===== src/hw/rtl/psru_pkg.sv =====
package psru_pkg;

  // Default sizes
  localparam int GRID_POINTS_DEF = 256;
  localparam int FRAC_BITS_DEF   = 24;

  localparam int DATA_W      = 32;
  localparam int WIDE_W      = 48;
  localparam int IDX_W       = 8;
  localparam int REG_IDX_W   = 8;
  localparam int IN_TDATA_W  = 96;
  localparam int OUT_TDATA_W = 104;
  localparam int QUEUE_DEPTH = 4;
  localparam int QUEUE_AW    = 2;
  localparam int SCR_AW      = 5;
  localparam int SCR_DEPTH   = 32;
  localparam int STEP_W      = 6;

  // Register indexes
  localparam logic [REG_IDX_W-1:0] REG_DIFF      = 8'd0;
  localparam logic [REG_IDX_W-1:0] REG_BETA      = 8'd1;
  localparam logic [REG_IDX_W-1:0] REG_GAMMA     = 8'd2;
  localparam logic [REG_IDX_W-1:0] REG_MU_SLOPE  = 8'd3;
  localparam logic [REG_IDX_W-1:0] REG_MU_OFFSET = 8'd4;
  localparam logic [REG_IDX_W-1:0] REG_XI        = 8'd5;

  typedef logic signed [DATA_W-1:0] word_t;
  typedef logic signed [WIDE_W-1:0] wide_t;

  typedef struct packed {
    word_t rho;
    word_t p;
    word_t q;
  } point_t;

  // One rate evaluation: left, center and right neighbor
  typedef struct packed {
    logic [IDX_W-1:0] idx;
    point_t           b;
    point_t           c;
    point_t           a;
    logic             last;
  } job_t;

  typedef struct packed {
    word_t diff;
    word_t beta;
    word_t gamma;
    word_t mu_slope;
    word_t mu_offset;
    word_t xi;
  } coef_t;

  typedef struct packed {
    logic [IDX_W-1:0] idx;
    word_t            dr;
    word_t            pr;
    word_t            qr;
    logic             sat;
    logic             last;
  } res_t;

  typedef struct packed {
    logic  done;
    logic  sat;
    wide_t res;
  } mul_rsp_t;

  typedef struct packed {
    logic  sat;
    wide_t val;
  } wsat_t;

  typedef struct packed {
    logic  sat;
    word_t val;
  } nsat_t;

  typedef enum logic [2:0] {
    BK_IDLE, BK_FETCH, BK_EXEC, BK_MULW, BK_EMIT
  } bk_state_t;

  typedef enum logic [1:0] {
    MS_IDLE, MS_PROD, MS_ROUND
  } mul_state_t;

  typedef enum logic [2:0] {
    OP_MUL, OP_ADD, OP_SUB, OP_LAPA, OP_LAPB, OP_OUTD, OP_OUTP, OP_OUTQ
  } op_t;

  // Operand sources: fixed sources below 32, scratch entries from 32 up
  localparam logic [5:0] SRC_B_RHO  = 6'd0;
  localparam logic [5:0] SRC_B_P    = 6'd1;
  localparam logic [5:0] SRC_B_Q    = 6'd2;
  localparam logic [5:0] SRC_C_RHO  = 6'd3;
  localparam logic [5:0] SRC_C_P    = 6'd4;
  localparam logic [5:0] SRC_C_Q    = 6'd5;
  localparam logic [5:0] SRC_A_RHO  = 6'd6;
  localparam logic [5:0] SRC_A_P    = 6'd7;
  localparam logic [5:0] SRC_A_Q    = 6'd8;
  localparam logic [5:0] SRC_DIFF   = 6'd9;
  localparam logic [5:0] SRC_BETA   = 6'd10;
  localparam logic [5:0] SRC_GAMMA  = 6'd11;
  localparam logic [5:0] SRC_MUS    = 6'd12;
  localparam logic [5:0] SRC_MUO    = 6'd13;
  localparam logic [5:0] SRC_XI     = 6'd14;
  localparam logic [5:0] SRC_HALF   = 6'd15;
  localparam logic [5:0] SRC_QUART  = 6'd16;
  localparam logic [5:0] SRC_EIGHTH = 6'd17;

  typedef struct packed {
    op_t         op;
    logic [4:0]  dst;
    logic [5:0]  sx;
    logic [5:0]  sy;
    logic        fin;
  } uop_t;

  function automatic logic [5:0] sc(input logic [4:0] a);
    return {1'b1, a};
  endfunction

  function automatic uop_t mk(input op_t op, input logic [4:0] dst,
                              input logic [5:0] sx, input logic [5:0] sy,
                              input logic fin);
    uop_t u;
    u.op  = op;
    u.dst = dst;
    u.sx  = sx;
    u.sy  = sy;
    u.fin = fin;
    return u;
  endfunction

  // Rate program, one entry per step of the shared datapath
  function automatic uop_t uop_rom(input logic [STEP_W-1:0] s);
    uop_t u;
    unique case (s)
      6'd0:  u = mk(OP_MUL,  5'd0,  SRC_B_P,  SRC_B_P,    1'b0);
      6'd1:  u = mk(OP_MUL,  5'd1,  SRC_B_Q,  SRC_B_Q,    1'b0);
      6'd2:  u = mk(OP_SUB,  5'd2,  sc(5'd0), sc(5'd1),   1'b0);
      6'd3:  u = mk(OP_MUL,  5'd3,  SRC_C_P,  SRC_C_P,    1'b0);
      6'd4:  u = mk(OP_MUL,  5'd4,  SRC_C_Q,  SRC_C_Q,    1'b0);
      6'd5:  u = mk(OP_SUB,  5'd5,  sc(5'd3), sc(5'd4),   1'b0);
      6'd6:  u = mk(OP_ADD,  5'd6,  sc(5'd3), sc(5'd4),   1'b0);
      6'd7:  u = mk(OP_MUL,  5'd0,  SRC_A_P,  SRC_A_P,    1'b0);
      6'd8:  u = mk(OP_MUL,  5'd1,  SRC_A_Q,  SRC_A_Q,    1'b0);
      6'd9:  u = mk(OP_SUB,  5'd7,  sc(5'd0), sc(5'd1),   1'b0);
      6'd10: u = mk(OP_MUL,  5'd8,  SRC_B_P,  SRC_B_Q,    1'b0);
      6'd11: u = mk(OP_MUL,  5'd9,  SRC_C_P,  SRC_C_Q,    1'b0);
      6'd12: u = mk(OP_MUL,  5'd10, SRC_A_P,  SRC_A_Q,    1'b0);
      6'd13: u = mk(OP_MUL,  5'd0,  SRC_MUS,  SRC_C_RHO,  1'b0);
      6'd14: u = mk(OP_ADD,  5'd11, sc(5'd0), SRC_MUO,    1'b0);
      6'd15: u = mk(OP_MUL,  5'd12, SRC_GAMMA, SRC_C_Q,   1'b0);
      6'd16: u = mk(OP_MUL,  5'd13, SRC_XI,   sc(5'd6),   1'b0);
      6'd17: u = mk(OP_LAPA, 5'd0,  SRC_B_P,  SRC_A_P,    1'b0);
      6'd18: u = mk(OP_LAPB, 5'd14, SRC_C_P,  SRC_C_P,    1'b0);
      6'd19: u = mk(OP_MUL,  5'd0,  SRC_DIFF, sc(5'd14),  1'b0);
      6'd20: u = mk(OP_MUL,  5'd15, sc(5'd0), SRC_HALF,   1'b0);
      6'd21: u = mk(OP_OUTD, 5'd0,  sc(5'd15), sc(5'd15), 1'b0);
      6'd22: u = mk(OP_LAPA, 5'd0,  SRC_B_RHO, SRC_A_RHO, 1'b0);
      6'd23: u = mk(OP_LAPB, 5'd0,  SRC_C_RHO, SRC_C_RHO, 1'b0);
      6'd24: u = mk(OP_MUL,  5'd1,  SRC_DIFF, sc(5'd0),   1'b0);
      6'd25: u = mk(OP_MUL,  5'd16, sc(5'd1), SRC_QUART,  1'b0);
      6'd26: u = mk(OP_LAPA, 5'd0,  sc(5'd2), sc(5'd7),   1'b0);
      6'd27: u = mk(OP_LAPB, 5'd0,  sc(5'd5), sc(5'd5),   1'b0);
      6'd28: u = mk(OP_MUL,  5'd1,  SRC_BETA, sc(5'd0),   1'b0);
      6'd29: u = mk(OP_MUL,  5'd0,  sc(5'd1), SRC_QUART,  1'b0);
      6'd30: u = mk(OP_ADD,  5'd16, sc(5'd16), sc(5'd0),  1'b0);
      6'd31: u = mk(OP_LAPA, 5'd0,  SRC_B_Q,  SRC_A_Q,    1'b0);
      6'd32: u = mk(OP_LAPB, 5'd0,  SRC_C_Q,  SRC_C_Q,    1'b0);
      6'd33: u = mk(OP_MUL,  5'd1,  sc(5'd12), sc(5'd0),  1'b0);
      6'd34: u = mk(OP_MUL,  5'd0,  sc(5'd1), SRC_EIGHTH, 1'b0);
      6'd35: u = mk(OP_ADD,  5'd16, sc(5'd16), sc(5'd0),  1'b0);
      6'd36: u = mk(OP_MUL,  5'd0,  sc(5'd11), SRC_C_P,   1'b0);
      6'd37: u = mk(OP_ADD,  5'd16, sc(5'd16), sc(5'd0),  1'b0);
      6'd38: u = mk(OP_MUL,  5'd0,  sc(5'd13), SRC_C_P,   1'b0);
      6'd39: u = mk(OP_SUB,  5'd16, sc(5'd16), sc(5'd0),  1'b0);
      6'd40: u = mk(OP_OUTP, 5'd0,  sc(5'd16), sc(5'd16), 1'b0);
      6'd41: u = mk(OP_LAPA, 5'd0,  sc(5'd8), sc(5'd10),  1'b0);
      6'd42: u = mk(OP_LAPB, 5'd0,  sc(5'd9), sc(5'd9),   1'b0);
      6'd43: u = mk(OP_MUL,  5'd1,  SRC_BETA, sc(5'd0),   1'b0);
      6'd44: u = mk(OP_MUL,  5'd17, sc(5'd1), SRC_HALF,   1'b0);
      6'd45: u = mk(OP_MUL,  5'd0,  sc(5'd12), sc(5'd14), 1'b0);
      6'd46: u = mk(OP_MUL,  5'd1,  sc(5'd0), SRC_EIGHTH, 1'b0);
      6'd47: u = mk(OP_SUB,  5'd17, sc(5'd17), sc(5'd1),  1'b0);
      6'd48: u = mk(OP_MUL,  5'd0,  sc(5'd11), SRC_C_Q,   1'b0);
      6'd49: u = mk(OP_ADD,  5'd17, sc(5'd17), sc(5'd0),  1'b0);
      6'd50: u = mk(OP_MUL,  5'd0,  sc(5'd13), SRC_C_Q,   1'b0);
      6'd51: u = mk(OP_SUB,  5'd17, sc(5'd17), sc(5'd0),  1'b0);
      default: u = mk(OP_OUTQ, 5'd0, sc(5'd17), sc(5'd17), 1'b1);
    endcase
    return u;
  endfunction

  // Saturate a widened sum to the 48-bit working range
  function automatic wsat_t clamp_wide(input logic signed [51:0] v);
    wsat_t r;
    if (v > 52'sh0_7FFF_FFFF_FFFF) begin
      r.sat = 1'b1;
      r.val = 48'sh7FFF_FFFF_FFFF;
    end else if (v < 52'shF_8000_0000_0000) begin
      r.sat = 1'b1;
      r.val = 48'sh8000_0000_0000;
    end else begin
      r.sat = 1'b0;
      r.val = v[WIDE_W-1:0];
    end
    return r;
  endfunction

  // Saturate a working value to a 32-bit rate
  function automatic nsat_t clamp_out(input wide_t v);
    nsat_t r;
    if (v > 48'sh0000_7FFF_FFFF) begin
      r.sat = 1'b1;
      r.val = 32'sh7FFF_FFFF;
    end else if (v < 48'shFFFF_8000_0000) begin
      r.sat = 1'b1;
      r.val = 32'sh8000_0000;
    end else begin
      r.sat = 1'b0;
      r.val = v[DATA_W-1:0];
    end
    return r;
  endfunction

endpackage


===== src/hw/rtl/psru_mul.sv =====
module psru_mul #(
  parameter int FRAC_BITS = psru_pkg::FRAC_BITS_DEF
) (
  input  logic               clk,
  input  logic               rst_n,
  input  logic               start,
  input  psru_pkg::wide_t    a,
  input  psru_pkg::wide_t    b,
  output psru_pkg::mul_rsp_t rsp
);

  localparam int LIMB_W = psru_pkg::WIDE_W / 2;
  localparam int PROD_W = 2 * psru_pkg::WIDE_W;

  psru_pkg::mul_state_t state_r, state_nxt;
  logic [psru_pkg::WIDE_W-1:0] ua_r, ub_r;
  logic                        neg_r;
  logic [1:0]                  cnt_r;
  logic [PROD_W-1:0]           acc_r;

  logic [LIMB_W-1:0]   la, lb;
  logic [2*LIMB_W-1:0] pp;
  logic [PROD_W-1:0]   pp_sh, rsum, rq;
  logic                sat;

  // One 24x24 partial product per cycle
  assign la = cnt_r[1] ? ua_r[psru_pkg::WIDE_W-1:LIMB_W] : ua_r[LIMB_W-1:0];
  assign lb = cnt_r[0] ? ub_r[psru_pkg::WIDE_W-1:LIMB_W] : ub_r[LIMB_W-1:0];
  assign pp = la * lb;

  always_comb begin
    case ({1'b0, cnt_r[1]} + {1'b0, cnt_r[0]})
      2'd0:    pp_sh = PROD_W'(pp);
      2'd1:    pp_sh = PROD_W'(pp) << LIMB_W;
      default: pp_sh = PROD_W'(pp) << (2 * LIMB_W);
    endcase
  end

  // Round half away from zero on the magnitude, then saturate
  assign rsum = acc_r + (PROD_W'(1) << (FRAC_BITS - 1));
  assign rq   = rsum >> FRAC_BITS;
  assign sat  = |rq[PROD_W-1:psru_pkg::WIDE_W-1];

  always_comb begin
    state_nxt = state_r;
    rsp.done  = 1'b0;
    rsp.sat   = sat;
    if (sat) begin
      rsp.res = neg_r ? 48'sh8000_0000_0000 : 48'sh7FFF_FFFF_FFFF;
    end else if (neg_r) begin
      rsp.res = -$signed(rq[psru_pkg::WIDE_W-1:0]);
    end else begin
      rsp.res = $signed(rq[psru_pkg::WIDE_W-1:0]);
    end
    unique case (state_r)
      psru_pkg::MS_IDLE:  if (start) state_nxt = psru_pkg::MS_PROD;
      psru_pkg::MS_PROD:  if (cnt_r == 2'd3) state_nxt = psru_pkg::MS_ROUND;
      psru_pkg::MS_ROUND: begin
        rsp.done  = 1'b1;
        state_nxt = psru_pkg::MS_IDLE;
      end
      default: state_nxt = psru_pkg::MS_IDLE;
    endcase
  end

  always_ff @(posedge clk) begin
    if (!rst_n) begin
      state_r <= psru_pkg::MS_IDLE;
    end else begin
      state_r <= state_nxt;
    end
  end

  // Operand magnitudes and product accumulator
  always_ff @(posedge clk) begin
    if (state_r == psru_pkg::MS_IDLE && start) begin
      ua_r  <= a[psru_pkg::WIDE_W-1] ? -a : a;
      ub_r  <= b[psru_pkg::WIDE_W-1] ? -b : b;
      neg_r <= a[psru_pkg::WIDE_W-1] ^ b[psru_pkg::WIDE_W-1];
      acc_r <= '0;
      cnt_r <= '0;
    end else if (state_r == psru_pkg::MS_PROD) begin
      acc_r <= acc_r + pp_sh;
      cnt_r <= cnt_r + 1'b1;
    end
  end

endmodule


===== config.mk =====
export PLATFORM = sky130hd
export DESIGN_NAME = psru_mul
export DESIGN_NICKNAME = d
export VERILOG_FILES = /design/src/hw/rtl/psru_pkg.sv /design/src/hw/rtl/psru_mul.sv
export SDC_FILE = /design/constraint.sdc
export NUM_CORES = 2
export LEC_CHECK = 0
export BUFFER_PORTS_ARGS = -buffer_cell sky130_fd_sc_hd__buf_2
export CORE_MARGIN = 5
export CORE_UTILIZATION = 30
export DETAILED_ROUTE_END_ITERATION = 8
export GPL_TIMING_DRIVEN = 1
export PLACE_DENSITY_LB_ADDON = 0.05
export SYNTH_ARGS = -nofsm -noshare
export SYNTH_HDL_FRONTEND = slang
export SYNTH_SLANG_ARGS = --single-unit

===== constraint.sdc =====
create_clock -name clk -period 13 [get_ports clk]
set_input_delay 1.3 -clock clk [delete_from_list [all_inputs] [get_ports clk]]
set_output_delay 1.3 -clock clk [all_outputs]
set_load 0.02 [all_outputs]

Word-level counts from Yosys, hierarchy flattened
Cells that the tools add are included.
Word-level totals
  register bits: 197
  output and inout bits: 50
  input port bits: 99
Operators by class
  multiplexer cells: 12
  reductions and logical operators: 5
  equality and inequality tests: 6
  bitwise operators: 1
  add/subtract/negate cells: 7
  multipliers: 1
Operators by type and width (count)
  96-bit one-hot mux with 2 select lines: 1
  48-bit two-way mux: 3
  48-bit negation: 3
  96-bit by 24-bit adder with 96-bit output (second input constant): 1
  96-bit adder: 1
  47-bit two-way mux: 2
  24-bit by 24-bit multiplier with 48-bit output: 1
  24-bit two-way mux: 2
  25-bit OR reduction: 1
  2-bit by 1-bit equality test with 1-bit output (second input constant): 2
  2-bit equality test (second input constant): 2
  2-bit logical NOT: 2
  2-bit two-way mux: 2
  2-bit != test (second input constant): 2
  2-bit one-hot mux with 2 select lines: 1
  1-bit by 1-bit adder with 2-bit output: 1
  2-bit by 1-bit adder with 2-bit output (second input constant): 1
  2-bit AND reduction: 1
  1-bit logical AND: 1
  1-bit two-way mux: 1
  1-bit bitwise XOR: 1

Logic depth before layout (Yosys ltp)
  depth in word-level cells: 4
  depth in mapped cells: 47

Worst setup path before layout
No wires, ideal clock.
  path kind: register to register
  start point: reg cnt_r[0]
  end point: reg acc_r[93]
  cell stages (with the launch flop): 44
  buffers on the path: 6
  data arrival time: 10.657 ns
  slack: 2.221 ns
  period minus slack after synthesis: 10.779 ns
  data required time: 12.878 ns
  setup time: 0.122 ns
  path through: dfxtp_1 > clkbuf_1 > clkbuf_1 > clkbuf_1 > mux2i_1 > clkbuf_1 > nor2_1 > fa_1 > fa_1 > inv_1 > fa_1 > inv_1 > fa_1 > inv_1 > fa_1 > inv_1 > fa_1 > inv_1 > [... 8 more ...] > nor2_1 > o21ai_1 > a211oi_1 > o31ai_1 > a311oi_1 > xnor2_1 > nand2_1 > o21ai_0 > ha_1 > clkbuf_1 > nand4_1 > or3_1 > or4_1 > o21a_1 > a21oi_1 > a41oi_1 > mux2i_1 > a221o_1
On the way
  cells in the longest elaborated chain, start to end: 4
Ends and longest elaborated chain
  start: declaration: RTL line psru_mul.sv:18  | logic [1:0] cnt_r;
  start signal: assignment: RTL line psru_mul.sv:84  | cnt_r <= cnt_r + 1'b1;
  24-bit two-way mux or 1-bit by 1-bit adder with 2-bit output (tied branches): RTL line psru_mul.sv:28, psru_mul.sv:32
  24-bit by 24-bit multiplier with 48-bit output (tied with other cells): RTL line psru_mul.sv:29  | assign pp = la * lb;
  96-bit one-hot mux with 2 select lines (*): RTL line psru_mul.sv:32  | case ({1'b0, cnt_r[1]} + {1'b0, cnt_r[0]})
  96-bit adder (*): RTL line psru_mul.sv:83  | acc_r <= acc_r + pp_sh;
  end signal: assignment: RTL line psru_mul.sv:83
  end: declaration: RTL line psru_mul.sv:19  | logic [PROD_W-1:0] acc_r;
Every way passes the cells marked *; elsewhere a longest branch is shown, timed or not.
A chain may end at the register's enable or synchronous reset.

Worst setup path in the final report
  start point: reg cnt_r[0]
  end point: reg acc_r[94]
Same word-level chain as after synthesis.

==> results by group <==
Clock network
  – H-tree depth: 4
  – Post-cts sizing count: 0
  – Clk Latency, worst-skew pair: 0.55 ns
  – Clk pin slew, worst setup/hold paths: 0.09 ns
  – CTS tree: built
  – CTS sink cnt: 197
  – Clock buffer depth: 2
  – Clock Root Buffer: clkbuf_16
  – CTS Hold Buffers Added: 0
  – Setup Fix Bufs, Post-CTS: 0
  – Clock buffer count from CTS: 17

Setup path
  – Crit start category: register
  – CP max stage delay: 0.57 ns
  – CP required: 13.42 ns
  – Slowest-stage cell, CP: fa_1
  – Crit path DAT: 12.51 ns
  – Worst Path Class, Setup: register to register
  – Max FO, Critical Path: 27
  – Buf+Inv Stages, Crit Path: 12
  – Setup crit end kind: register
  – Cell family with most CP delay: adder cells

Logic synthesis
  – Post-synthesis simple-gate area fraction: 19.25%
  – Leading area contributor after synthesis: fa_1
  – Largest family of logic cells by synthesized area: adder cells
  – Top-count cell post-synth: nand2_1
  – Syn avg cell area: roughly 8 um2
  – Post-synth EDFFs: 97
  – Synth top cells by count: nand2_1, inv_1, fa_1
  – Async set or reset register ratio after synthesis: 0%
  – Synth cell types: 91
  – Mux cell area share after synthesis: a little under 3%
  – Synth Net Count: 5453
  – Warnings from Yosys: 0
  – Synthesized cell area: around 0.037 mm2
  – Ys flop type: dfxtp_1
  – Synth Area in Compound Gates: 14.00%
  – Share of the synthesized area in the top cell type: 25.96%
  – Synth area leaders: fa_1, ha_1, edfxtp_1
  – Register bit total from synthesis: between 150 and 200
  – Post-Synth Adder-Cell Area: 35.20%
  – Post-Synthesis Cells: approximately 4600
  – Post-synthesis xor/xnor area fraction: 6.678%
  – Register area share after synthesis: 13.19%

Hold path
  – Hold Path Class: register to register

Floorplanning
  – IO Pins: between 100 and 150
  – Die H: between 300 and 400 um
  – Initial Util: 30.17%
  – Placement Rows: 129
  – DIE AREA: about 0.13 mm2
  – Core area: 0.1235 mm2
  – Die X: ~360 um

Global routing
  – GR Overflow Total: 0
  – Tot GR Track Use: 21.73%
  – Pin count of the biggest net entering global routing: 76
  – Initial antenna violation count: 7
  – Vias in the first global route: 32356
  – Global-route wire length before repair: 213400 um

Layout
  – Synth-to-Final Area Change: 10.09%
  – Share of cells above drive strength 1: 9.686%
  – NumNets Final: around 5600
  – Multi-input logic area: 0.02914 mm2
  – Register area: around 0.0049 mm2
  – Final instance area: 0.04100 mm2
  – # fillers: 13353

STA
  – Max-slew headroom: roughly a quarter
  – Hold Fails Final Rpt: 0
  – RSZ-0062 raised after global routing: false
  – Min Tclk post-route: 12.09 ns
  – Sum Neg Setup Slack: 0 ns
  – Period utilisation layout: 92.97%
  – Final setup margin: ~0.91 ns
  – Fmax: 82.74 MHz
  – Clock Skew: 0.03253 ns
  – Final Max Tran Viols: 0
  – Measured slew at the worst slew-check pin: between 1 and 1.5 ns
  – Final Setup Violations: 0

Detailed routing
  – WL/cell: around 23 um
  – Pre-antenna DRT Iters: 5
  – Drt first-iter violations: around 2300
  – Total number of vias: roughly 32000
  – Number of remaining DRC errors: 0
  – Routed Antenna Nets: 0
  – Post-Route WL: 144800 um
  – DR vias/cell: 5.118

Outcome
  – Status: complete, no violations

Placed design
  – Placed Area: 0.04039 mm2
  – Post-place setup slack: 0.6831 ns
  – Post-DP HPWL: 120600 um
  – Buffers on Ports: 148
  – Placer Congestion: 0.8788

Run
  – Max_cap viols: 0
## cell usage in the layout (no fill, tap or decap), drive strengths merged, types with 34 or more instances in the layout
cell and instances:
nand2 640, inv 629, fa 483, nor2 444, buf 309, ha 275, a21oi 251, o21ai 213
xnor2 207, dfxtp 100, edfxtp 97, nand3 78, xor2 77, a21o 73, nor3 73, nand4 62
and2 58, mux2i 58, mux2 46, and3 43, a31oi 35, o31ai 34
## sequential cells by signal (all words and copies together) (netlist names)
register  cells
acc_r        96
ua_r         48
ub_r         48
cnt_r         2
state_r       2
neg_r         1
## routing by layer
layer,vias to the layer above,global-route usage (%),share of wire (%)
li1,15373,-,-
met1,16252,31.70,48
met2,745,33.44,44
met3,112,3.728,5.3
met4,4,5.243,2.2
met5,-,0.5447,0.081
## final cells by class
cell class | instances | share of cell area (%)
Sequential cell | 197 | 12.00
Tap cell | 1637 | 4.995
Clock buffer | 18 | 1.047
Antenna cell | 3 | 0.01831
Clock inverter | 14 | 0.4394
Inverter | 619 | 5.679
Multi-Input combinational cell | 3551 | 71.07
Timing Repair Buffer | 309 | 4.754
## through the flow
step / std cells / hold WS [ns] / util (%)
after floorplan: 4596 / 0.4362 / -
after global placement: 6313 / 0.4466 / 32.71
after detailed placement: 6313 / 0.4498 / 32.71
after CTS: 6345 / 0.4630 / 33.20
after global routing: 6345 / 0.4751 / 33.20
final: 6348 / 0.4609 / 33.21
## worst register-to-register path: cells and delay by family, from the launching register on
| kind | cells | cell delay [ns] |
|---|---|---|
| adder cells (fa/ha/maj) | 9 | 4.32 |
| AO/OA/AOI/OAI | 17 | 3.91 |
| buffers and inverters | 12 | 1.64 |
| AND/OR/NAND/NOR | 6 | 1.10 |
| flip-flops | 1 | 0.56 |
| multiplexers | 1 | 0.25 |
| XOR/XNOR | 1 | 0.19 |
## kinds of logic after synthesis
family	count (synthesis)
adders and majority gates	758
xor gates and xnor gates	284
muxes	104
buffers and inverters	848
DFF	197
and+or+nand+nor	1567
AOI/OAI and AO/OA	838
## worst paths after layout
check / from / end / slack, ns / cells past startpoint
worst max register to register: cnt_r[0]$_SDFFE_PP0N_ / acc_r[94]$_SDFFE_PP0N_ / 0.91 / 46
worst max-delay path: cnt_r[0]$_SDFFE_PP0N_ / acc_r[94]$_SDFFE_PP0N_ / 0.91 / 46
worst min-delay path: acc_r[9]$_SDFFE_PP0N_ / acc_r[9]$_SDFFE_PP0N_ / 0.46 / 2
worst min register to register: acc_r[9]$_SDFFE_PP0N_ / acc_r[9]$_SDFFE_PP0N_ / 0.46 / 2
Power is not shown: default switching activity piles up to over one toggle a cycle in this logic, so the estimate is an artifact.
